$ cat src/hdl/twcr_ram.sv
`timescale 1ns / 1ps
module twcr_ram #(
	parameter int WIDTH = 8,
	parameter int DEPTH = 256
) (
	input  logic                     clk,
	input  logic                     we,
	input  logic [$clog2(DEPTH)-1:0] addr,
	input  logic [WIDTH-1:0]         wdata,
	output logic [WIDTH-1:0]         rdata
);

	logic [WIDTH-1:0] mem [DEPTH];

	always_ff @(posedge clk) begin
		if (we) begin
			mem[addr] <= wdata;
		end
		rdata <= mem[addr];
	end

endmodule

$ cat config.mk
export PLATFORM = sky130hd
export DESIGN_NAME = twcr_ram
export DESIGN_NICKNAME = d
export VERILOG_FILES = /design/src/hdl/twcr_ram.sv
export SDC_FILE = /design/constraint.sdc
export NUM_CORES = 2
export LEC_CHECK = 0
export BUFFER_PORTS_ARGS = -buffer_cell sky130_fd_sc_hd__buf_4
export CORE_MARGIN = 10
export CORE_UTILIZATION = 50
export CTS_CLUSTER_DIAMETER = 50
export DETAILED_ROUTE_END_ITERATION = 16
export GPL_ROUTABILITY_DRIVEN = 0
export HOLD_SLACK_MARGIN = 0.03
export PLACE_DENSITY = 0.76
export SETUP_SLACK_MARGIN = 0.05
export SYNTH_ARGS = -nofsm -noshare
export SYNTH_HDL_FRONTEND = slang
export SYNTH_SLANG_ARGS = --single-unit
$ cat constraint.sdc
create_clock -name clk -period 3 [get_ports clk]
set_input_delay 0.15 -clock clk [delete_from_list [all_inputs] [get_ports clk]]
set_output_delay 0.15 -clock clk [all_outputs]
set_load 0.01 [all_outputs]
==> flow_summary.toml <==
[min_path]
hold_end = "rdata[4]"
hold_class = "in -> reg"
holdCritStartpoint = "addr[7]"
min_path_cells = 6

[timing]
tightestPinTransition_ns = 1.302
rsz0062_at_grt = "false"
skew_ns = 0.02632
slew_headroom_pct = 12.06
hold_viol = 0
fmax_mhz = 340.4
final-setup-viol-count = 0
post-route-period-util_pct = 97.91
drv_slew = 0
whs_ns = 0.08835
finalCriticalPeriod_ns = 2.937

[critical_path]
path_class = "reg -> reg"
worst_ep_required_time_ns = 3.69
ff2ff_setup_slack_ns = 0.06
r2r-end = "rdata[6]"
cp.arrival_ns = 3.62
r2r-start = "mem[78][6]"
setup.worst_path.end_class = "flip-flop"
cp_max_fo = 1
reg2regPathDepth = 6
cp-start-kind = "flip-flop"

[cts]
clockBufferDepth = 3
clock_sinks = 2056
cts.clk_slew.worst_paths_ns = 0.06
cts-htree-levels = 4
cts_resized = 0
post-cts-setup-buffers = 0
cts_tree = "yes"
numCtsBuffers = 198
clkLatencyLatePin_ns = 0.83
cts_hold_buf = 7
cts-root-buf = "clkbuf_16"

[pwr]
max-vdd-ir-drop_v = 0.0005333
cellLeakagePower_nw = 28.33
power.density_mw_per_mm2 = 647.6

[routing]
dr.pass1.iters = 8
wirelength_microns = 191500
via_count = 39860
antenna_left = 0
vias_per_cell = 6.425
wl_per_cell_microns = 30.86
drtIter0Drc = 5882
route.detailed.drc = 0

[synth]
synth_xor_area_share_pct = 0
syn-mean-instance-area_sq_um = 22.13
synth-adder-area-share_pct = 0
synth_flop_cell = "edfxtp_1"
synth_top_family_by_area = "multiplexers"
synth_cells = 3547
async_flop_share_pct = 0
yosysSeqAreaShare_pct = 78.55
ys_ff_latch = 2056
synthMuxAreaShare_pct = 14.69
yosys_warnings = 0
synth_cell_types = 22
synth_edf_count = 2048
syn_area_sq_mm = 0.07849
synth_compound_area_share_pct = 3.622
syn-num-nets = 3565
yosys.area_share.simple_pct = 1.733

[global_routing]
grt_pass1_wl_microns = 280000
grt_max_degree = 128
grt_usage_pct = 21.85
overflow = 0
grt_pass1_vias = 40343
antenna_found_initial = 2

[floorplan]
initial_core_util_pct = 50.25
die-height_microns = 416.2
core_area_sq_mm = 0.1562
num_io_pins = 26
rows = 145
die_area_sq_mm = 0.1732
die_w_microns = 416.2

[finish]
drive_gt1_share_pct = 30.28
nNetsFinal = 4004
area_growth_pct = 15.29
fin_util_pct = 57.93

[placed_design]
io_buffers = 25
place_hpwl_microns = 114100

[flow_run]
drv_cap = 0

[status]
status = "complete, no violations"
[area by class of cell]
| class | instances | area, sq um |
|---|---|---|
| clock buffers | 249 | 5325 |
| well taps | 2058 | 2575 |
| diodes | 1 | 2.502 |
| flip-flops and latches | 2056 | 61660 |
| inverters | 1 | 3.754 |
| clock inverters | 110 | 928.4 |
| fillers | 10566 | 65710 |
| repair buffers | 471 | 4244 |
| multi-input cells | 1258 | 15760 |
[per-layer routing]
metal | global-route usage [%] | up-vias | routed length, microns
met5 | 0 | - | 8
met4 | 9.286 | 2 | 8506
met3 | 4.530 | 425 | 21210
met2 | 34.43 | 2690 | 92140
met1 | 29.80 | 20814 | 69590
li1 | - | 15929 | -
[power breakdown]
| part | switching (mW) | internal [mW] |
|---|---|---|
| Clock | 10.5 | 13.6 |
| Combinational | 1.76 | 1.03 |
| Sequential | 0.0562 | 31.7 |
[worst max-delay path by stage]
stage	startpoint	endpoint	slack, ns	cells past startpoint
6_report	mem[78][6]	rdata[6]	0.06	6
5_1_grt	mem[123][3]	rdata[3]	0.08	5
4_1_cts	mem[123][3]	rdata[3]	0.06	5
3_5_place_dp	addr[0]	rdata[3]	-0.53	7
3_3_place_gp	addr[0]	rdata[3]	-0.52	7
2_1_floorplan	addr[1]	mem[111][0]	0.63	9
[registers in the layout, summed over array words and instances, names as in the netlist]
signal,flops
mem,2048
rdata,8
[cell families (layout without fill, tap and decap cells)]
group / count (synthesis) / after routing
compound gates: 416 / 416
buf+inv: 233 / 831
flops: 2056 / 2056
mux: 512 / 512
other cells: 0 / 1
simple gates: 330 / 330
[cell usage after synthesis (6+ instances only)]
library cell,count,area [sq um]
edfxtp_1,2048,61500
mux4_2,512,11530
a22oi_1,256,1922
nor2_1,232,870.8
clkbuf_1,145,544.3
a21oi_1,128,640.6
buf_2,36,180.2
o41ai_1,32,280.3
nor3_1,30,150.1
nand2_1,28,105.1
buf_1,19,71.32
buf_4,16,120.1
buf_6,16,180.2
nand3_1,13,65.06
dfxtp_1,8,160.2
nand4_1,8,50.05
nor2b_1,7,43.79
nand2b_1,6,37.54
[placed cells by master (no fill, tap or decap), drive strengths merged]
cell type and count:
clkinv 85, and2 3, nand2 28, nand3 13
dfxtp 8, or2 2, clkinvlp 6, nor2b 7
o41ai 32, a22oi 256, edfxtp 2048, diode 1
or3 1, nand4 8, inv 8, a21oi 128
mux4 512, nor2 232, bufinv 12, dlygate4sd3 7
buf 456, clkbuf 257, nand2b 6, nor3 30
[through the flow]
stage               power, mW  worst slack [ns]  cell area [sq um]  std cells  setup TNS, ns
floorplan               33.71            0.6313              78490       3547              0
global placement        35.00           -0.5191              84170       5837         -1.327
detailed placement      35.07           -0.5250              84170       5837         -1.366
CTS                     58.82           0.05794              90490       6203              0
global route            60.07           0.07868              90490       6203              0
finish                  58.61           0.06260              90500       6204              0
[critical path, stage by stage (launching register included)]
cell      delay (ns)
edfxtp_1        0.37
mux4_2          0.47
a22oi_1         0.34
a21oi_1         0.22
o41ai_1         1.05
buf_4           0.25
nand4_1         0.09
Power figures use the tool's default switching activity.
