$ cat src/hdl/twcr_pkg.sv
`timescale 1ns / 1ps
package twcr_pkg;

	localparam int SCR_HEIGHT = 64;
	localparam int TEX_COLS   = 16;
	localparam int DIV_NW     = 31;
	localparam int DIV_DW     = 16;

	localparam logic [1:0] KIND_LOAD  = 2'd0;
	localparam logic [1:0] KIND_DRAW  = 2'd1;
	localparam logic [1:0] KIND_READ  = 2'd2;
	localparam logic [1:0] KIND_CLEAR = 2'd3;

	typedef struct packed {
		logic              start;
		logic [DIV_NW-1:0] num;
		logic [DIV_DW-1:0] den;
	} div_req_t;

	typedef struct packed {
		logic              done;
		logic [DIV_NW-1:0] quo;
		logic [DIV_DW-1:0] rem;
	} div_rsp_t;

endpackage

$ cat src/hdl/twcr_div.sv
`timescale 1ns / 1ps
module twcr_div
	import twcr_pkg::*;
(
	input  logic     clk,
	input  logic     arst_n,
	input  div_req_t req,
	output div_rsp_t rsp
);

	logic              busy_q;
	logic              done_q;
	logic [4:0]        cnt_q;
	logic [DIV_NW-1:0] num_q;
	logic [DIV_DW-1:0] den_q;
	logic [DIV_DW-1:0] rem_q;
	logic [DIV_DW:0]   trial;
	logic              fits;

	assign trial = {rem_q, num_q[DIV_NW-1]};
	assign fits  = trial >= {1'b0, den_q};

	always_ff @(posedge clk or negedge arst_n) begin
		if (!arst_n) begin
			busy_q <= 1'b0;
			done_q <= 1'b0;
			cnt_q  <= '0;
		end else begin
			done_q <= 1'b0;
			if (req.start) begin
				busy_q <= 1'b1;
				cnt_q  <= '0;
			end else if (busy_q) begin
				cnt_q <= cnt_q + 5'd1;
				if (cnt_q == 5'(DIV_NW - 1)) begin
					busy_q <= 1'b0;
					done_q <= 1'b1;
				end
			end
		end
	end

	always_ff @(posedge clk) begin
		if (req.start) begin
			num_q <= req.num;
			den_q <= req.den;
			rem_q <= '0;
		end else if (busy_q) begin
			num_q <= {num_q[DIV_NW-2:0], fits};
			rem_q <= fits ? DIV_DW'(trial - {1'b0, den_q}) : trial[DIV_DW-1:0];
		end
	end

	assign rsp.done = done_q;
	assign rsp.quo  = num_q;
	assign rsp.rem  = rem_q;

endmodule

$ cat config.mk
export PLATFORM = sky130hd
export DESIGN_NAME = twcr_div
export DESIGN_NICKNAME = d
export VERILOG_FILES = /design/src/hdl/twcr_pkg.sv /design/src/hdl/twcr_div.sv
export SDC_FILE = /design/constraint.sdc
export NUM_CORES = 1
export LEC_CHECK = 0
export BUFFER_PORTS_ARGS = -buffer_cell sky130_fd_sc_hd__buf_4
export CORE_AREA = 4 4 120 76
export DETAILED_ROUTE_END_ITERATION = 7
export DIE_AREA = 0 0 124 80
export PLACE_DENSITY = 0.81
export RECOVER_POWER = 25
export SKIP_CTS_REPAIR_TIMING = 1
export SLEW_MARGIN = 20
export SYNTH_ARGS = -nofsm -noshare
export SYNTH_HDL_FRONTEND = slang
export SYNTH_SLANG_ARGS = --single-unit
$ cat constraint.sdc
create_clock -name clk -period 2.2 [get_ports clk]
set_input_delay 0.55 -clock clk [delete_from_list [all_inputs] [get_ports clk]]
set_output_delay 0.55 -clock clk [all_outputs]
set_load 0.02 [all_outputs]
==> run_results.csv, run 1 <==
group,metric,value,unit
status,outcome,"complete, but fails checks",
status,violations,"negative setup slack",
sta,relSlewSlack,51.6,%
critical_path,r2r_end,"rem_q[14]",
sta,fmax,0.441,GHz
global_route,grt_usage,21.6,%
logic_synthesis,synth_nets,412,
cts,cts.sinks,70,
logic_synthesis,ys_ff_latch,70,
finish,area_growth,46.8,%
critical_path,crit_path_cell_trace,"inv_1, ha_4, nand2b_4, a2111o_1, and2_4, a21oi_4, buf_6, o211ai_1, a311oi_1",
drt,ant_nets,0,
drt,wl_per_cell,18.3,um
sta,maxSlewViolCount,0,
critical_path,slowest_delay,0.42,ns
critical_path,crit_arrival,2.51,ns
placement,portBuffers,97,
drt,drt-initial-drc-count,304,
critical_path,end_kind,"register",
floorplanning,die_h,80,um
critical_path,path_depth,9,
placement,globalplace.congestion,0.985,
placement,place_area,0.00499,mm^2
cts,htreeDepth,3,
drt,firstDrtPassIters,6,
finish,drive_gt1_share,48.1,%
logic_synthesis,syn_avg_cell_area,11.1,um^2
floorplanning,start_util,48.4,%
critical_path,ff2ff_path_depth,9,
global_route,antenna_found_initial,0,
cts,numCtsBuffers,9,
sta,hold_viol,0,
critical_path,crit_type,"reg2reg",
power_and_ir_drop,p_leak,2.46,nW
finish,design_area,0.00557,mm^2
critical_path,path_max_fanout,6,
floorplanning,rows,25,
logic_synthesis,synthesis.area,0.00380,mm^2
sta,min_period,2.27,ns
drt,via_per_inst,5.50,
cts,cts-root-buf,"clkbuf_16",
finish,layout.nets,559,
global_route,grt_pass1_wl,16300,um
sta,tightest_slew,0.727,ns
logic_synthesis,synthCells,343,
drt,remaining_drc_errors,0,
logic_synthesis,ys_async_sr_fraction,10.0,%
global_route,grt_pass1_vias,3172,
logic_synthesis,ys_seq_area_share,50.2,%
logic_synthesis,synth_edf_count,47,
logic_synthesis,yosysTopAreaCellShare,37.2,%
cts,cts_buffer_depth,2,
critical_path,start_kind,"register",
flow_run,drv_cap,0,
sta,setup_viol,11,
logic_synthesis,synth_ff_type,"edfxtp_1",
cts,clk_latency,0.34,ns
power_and_ir_drop,peakVddDrop,0.566,mV
global_route,grt_max_degree,44,
critical_path,path_delay_family,"compound AO/OA/AOI/OAI gates",
sta,fin_ws,-0.0670,ns
critical_path,critPathBufInv,2,
cts,clk_pin_slew_worst_paths,0.06,ns
worst_hold_path,hp-class,"in2async",
drt,wl,11100,um
floorplanning,die_w,124,um
drt,vias,3317,
cts,cts_tree,"built",
placement,hpwl,8030,um
sta,clock_skew,0.00701,ns
sta,finalSetupTns,-0.291,ns
finish,antenna_cells,0,
logic_synthesis,yosys_warnings,0,
logic_synthesis,ys_types,55,
floorplanning,core,0.00785,mm^2
power_and_ir_drop,finalPower,0.00622,W
logic_synthesis,synth_area_leaders,"edfxtp_1, mux2_2, dfxtp_1, ha_1, dfrtp_1",
power_and_ir_drop,power_density,1120,mW/mm^2
sta,whs,0.0989,ns
logic_synthesis,synth_largest_area_cell,"edfxtp_1",
critical_path,r2r_start,"den_q[1]",
global_route,overflow,0,
floorplanning,die_area,0.00992,mm^2
sta,rsz0062_at_grt,"yes",
critical_path,cp.required,2.45,ns
critical_path,rrSetupSlack,-0.07,ns
floorplanning,io_pins,98,
sta,finalCritPeriodShare,103,%
critical_path,critPathSlowestCell,"a2111o_1",
registers in the layout, indices dropped and copies added, names as in the netlist:
name and count:
rem_q 16, busy_q 1, cnt_q 5, num_q 31, done_q 1, den_q 16
layer usage:
metal	vias up	share of wire, %	wire, um	track usage (%)
met4	0	1.5	163	7.43
met1	1597	44	4840	30.1
met3	16	8.7	962	5.88
li1	1564	-	-	-
met2	140	46	5100	32.2
met5	-	0	0	0
metrics by stage:
stage	instances	setup WS [ns]	util, %
2_1_floorplan	343	-0.0121	-
6_report	603	-0.0670	71.0
5_1_grt	603	-0.139	71.0
3_5_place_dp	581	-0.0950	63.5
3_3_place_gp	581	-0.0974	63.5
4_1_cts	597	-0.125	67.7
Yosys cell counts, types with 3 or more instances:
library cell	number
and3_1	7
dfxtp_1	16
a311oi_1	7
a21o_1	4
xor2_1	4
dfrtp_1	7
a31oi_1	4
mux2_2	31
nand3_1	9
o21ai_0	10
nor3_1	3
and2_1	4
nor3b_1	5
a21oi_1	16
inv_1	25
a41oi_1	3
nand4_1	4
o211a_1	3
clkbuf_1	9
ha_1	18
buf_1	4
nand2_1	19
o21ai_1	7
o31ai_1	4
xnor2_1	11
edfxtp_1	47
nand3b_1	3
nor2_1	26
layout make-up:
cell class                      count  area [um^2]
Clock buffer                        9          225
Clock inverter                      7          106
Fill cell                         591         2280
Inverter                           25         93.8
Multi-Input combinational cell    231         1940
Sequential cell                    70         1910
Tap cell                          108          135
Timing Repair Buffer              153         1160
cells in the final DEF (no fill, tap or decap), types with 5 or more instances in the layout:
| cell | count |
|---|---|
| buf_4 | 131 |
| edfxtp_1 | 47 |
| mux2_2 | 31 |
| nor2_1 | 25 |
| inv_1 | 24 |
| nand2_1 | 18 |
| a21oi_1 | 14 |
| clkbuf_4 | 14 |
| dfxtp_1 | 13 |
| xnor2_1 | 11 |
| ha_1 | 11 |
| nand3_1 | 9 |
| clkbuf_16 | 9 |
| and3_1 | 7 |
| ha_4 | 7 |
| dfrtp_1 | 7 |
| o21ai_2 | 6 |
| o21ai_0 | 6 |
| o21ai_1 | 5 |
| nor3b_1 | 5 |
how the worst max path moves through the flow:
stage          slack [ns]        end       from
2_1_floorplan       -0.01  rem_q[14]  num_q[30]
3_3_place_gp         -0.1   rem_q[9]   den_q[6]
3_5_place_dp         -0.1  rem_q[14]  den_q[10]
4_1_cts             -0.12  rem_q[10]   den_q[8]
5_1_grt             -0.14   rem_q[3]   den_q[7]
6_report            -0.07  rem_q[14]   den_q[1]
cells by family after synthesis:
logic type                 synth area share (%)
buffers and inverters                      4.58
AOI/OAI and AO/OA                          14.0
and+or+nand+nor                            11.8
muxes                                      9.46
DFF                                        50.2
xor gates and xnor gates                   3.46
adders and majority gates                  6.46
power breakdown:
part	internal, W	switching (W)	leakage (nW)
Combinational	0.00137	0.00143	1.59
Clock	0.00101	0.000613	0.162
Sequential	0.00163	0.000155	0.708
No activity file was read; power rests on OpenSTA's default activity.
==> run 2, diff against run 1 <==
- CORE_AREA: 4 4 120 76 -> 4 4 131 83
- DIE_AREA: 0 0 124 80 -> 0 0 135 87
- HOLD_SLACK_MARGIN: unset -> 0.12
- PLACE_DENSITY: 0.81 -> 0.7
==> run 2 against run 1 <==
The run still ends with negative setup slack left. Register-to-register slack gained 0.04 ns. Cell area about the same. Fmax grew 1.7%. Clock power is 6% higher. Via count decreased by 0.18%. Clock-buffer cell count is the same. Flip-flop and latch count is the same. Sequential share of layout area about the same. Critical path depth unchanged. Hold slack gained 0.31 ns. Die area grew 18%. Clock skew is 0.0011 ns lower. Largest power group unchanged.
==> run_results.csv, run 2 (synthesis results as in run 1) <==
group,metric,value,unit
finish,multi_input_area,0.00189,mm^2
placement,placedCellCount,609,
global_route,grt_pass1_wl,17000,um
sta,clock_skew,0.00593,ns
critical_path,end_kind,"register",
critical_path,cp-endpoint,"rem_q[14]",
floorplanning,die_area,0.0117,mm^2
worst_hold_path,timing.hold.worst_path_depth,1,
critical_path,critPathBufInv,1,
sta,fin_ws,-0.0282,ns
placement,hpwl,7970,um
finish,layout.nets,557,
status,outcome,"complete, but fails checks",
floorplanning,io_pins,98,
finish,reg_top3,"num_q x31, den_q x16, rem_q x16",
critical_path,cp.required,2.39,ns
critical_path,ff2ff_path_depth,9,
finish,most-common-layout-cells,"buf_4, edfxtp_1, mux2_2, nor2_1, inv_1",
critical_path,path_depth,9,
critical_path,r2r_start,"num_q[30]",
drt,vias,3311,
drt,firstDrtPassIters,5,
critical_path,crit_arrival,2.42,ns
sta,finalCritPeriodShare,101,%
worst_hold_path,min_from,"req[9]",
critical_path,start_kind,"register",
power_and_ir_drop,peakVddDrop,0.497,mV
finish,antenna_cells,0,
critical_path,r2r_end,"rem_q[14]",
critical_path,path_max_fanout,4,
cts,cts_tree,"built",
sta,fmax,0.449,GHz
floorplanning,rows,28,
sta,maxSlewViolCount,0,
finish,drive_gt1_share,46.7,%
critical_path,path_delay_family,"simple AND/OR/NAND/NOR gates",
drt,wl_per_cell,17.6,um
global_route,overflow,0,
finish,largest_register,"num_q",
floorplanning,core,0.00963,mm^2
sta,relSlewSlack,58.0,%
finish,fin_cells,628,
drt,via_per_inst,5.27,
cts,clk_pin_slew_worst_paths,0.06,ns
drt,drt-initial-drc-count,350,
floorplanning,start_util,39.4,%
power_and_ir_drop,power_density,1110,mW/mm^2
cts,cts-root-buf,"clkbuf_16",
sta,rsz0062_at_grt,"yes",
critical_path,crit_type,"reg2reg",
global_route,grt_usage,18.6,%
cts,cts_buffer_depth,2,
global_route,antenna_found_initial,0,
placement,portBuffers,97,
worst_hold_path,hp-class,"in2reg",
finish,design_area,0.00557,mm^2
sta,hold_viol,0,
critical_path,critPathSlowestCell,"or4_1",
finish,area_growth,46.7,%
finish,largest_reg_flops,31,
sta,tightest_slew,0.630,ns
finish,fill_cells,814,
status,violations,"negative setup slack",
cts,cts.sinks,70,
finish,final_common_cell,"buf_4",
cts,clk_latency,0.34,ns
global_route,grt_pass1_vias,3271,
sta,min_period,2.23,ns
power_and_ir_drop,finalPower,0.00617,W
critical_path,rrSetupSlack,-0.03,ns
power_and_ir_drop,p_leak,2.45,nW
critical_path,crit_path_cell_trace,"inv_2, ha_4, fa_2, nand2b_4, a21oi_4, o311a_1, or4_1, o211ai_1, a311oi_1",
critical_path,cp-startpoint,"num_q[30]",
drt,ant_nets,0,
cts,numCtsBuffers,9,
global_route,grt_max_degree,35,
finish,seqCellArea,0.00191,mm^2
floorplanning,die_h,87,um
sta,setup_viol,2,
floorplanning,die_w,135,um
cts,htreeDepth,3,
placement,place_area,0.00504,mm^2
drt,remaining_drc_errors,0,
placement,globalplace.congestion,0.909,
flow_run,drv_cap,0,
critical_path,slowest_delay,0.48,ns
drt,wl,11100,um
## run 2: where the power goes
group	switching, W	internal (W)
sequential	0.000164	0.00163
combinational	0.00137	0.00130
clock	0.000599	0.00111
## run 2: cell type report
class | instances | area share, %
Tap cell | 135 | 3.03
Clock buffer | 9 | 4.04
Multi-Input combinational cell | 231 | 34.0
Inverter | 25 | 1.69
Sequential cell | 70 | 34.3
Clock inverter | 7 | 2.18
Timing Repair Buffer | 151 | 20.7
## run 2: worst min-delay path by stage
stage / end
after detailed placement: cnt_q[2]
after global placement: done_q
final: den_q[9]
after floorplan: busy_q
after CTS: cnt_q[2]
after global routing: den_q[2]
## run 2: layer usage
metal  vias to the layer above  wire, um  GRT usage, %
met4                         0       144          5.40
met5                         -         0             0
li1                       1569         -             -
met2                       119      5100          28.8
met3                        12       753          5.60
met1                      1611      5070          25.4
## run 2: per-stage QoR
stage / setup WS, ns / setup TNS [ns] / utilization (%) / hold slack, ns
final: -0.0282 / -0.0341 / 57.8 / 0.408
after global routing: -0.135 / -1.07 / 57.8 / 0.394
after CTS: -0.104 / -0.684 / 55.9 / 0.00928
after detailed placement: -0.0787 / -0.421 / 52.3 / 0.371
after global placement: -0.00128 / -0.00128 / 52.3 / 0.367
after floorplan: -0.0121 / -0.0121 / - / 0.254
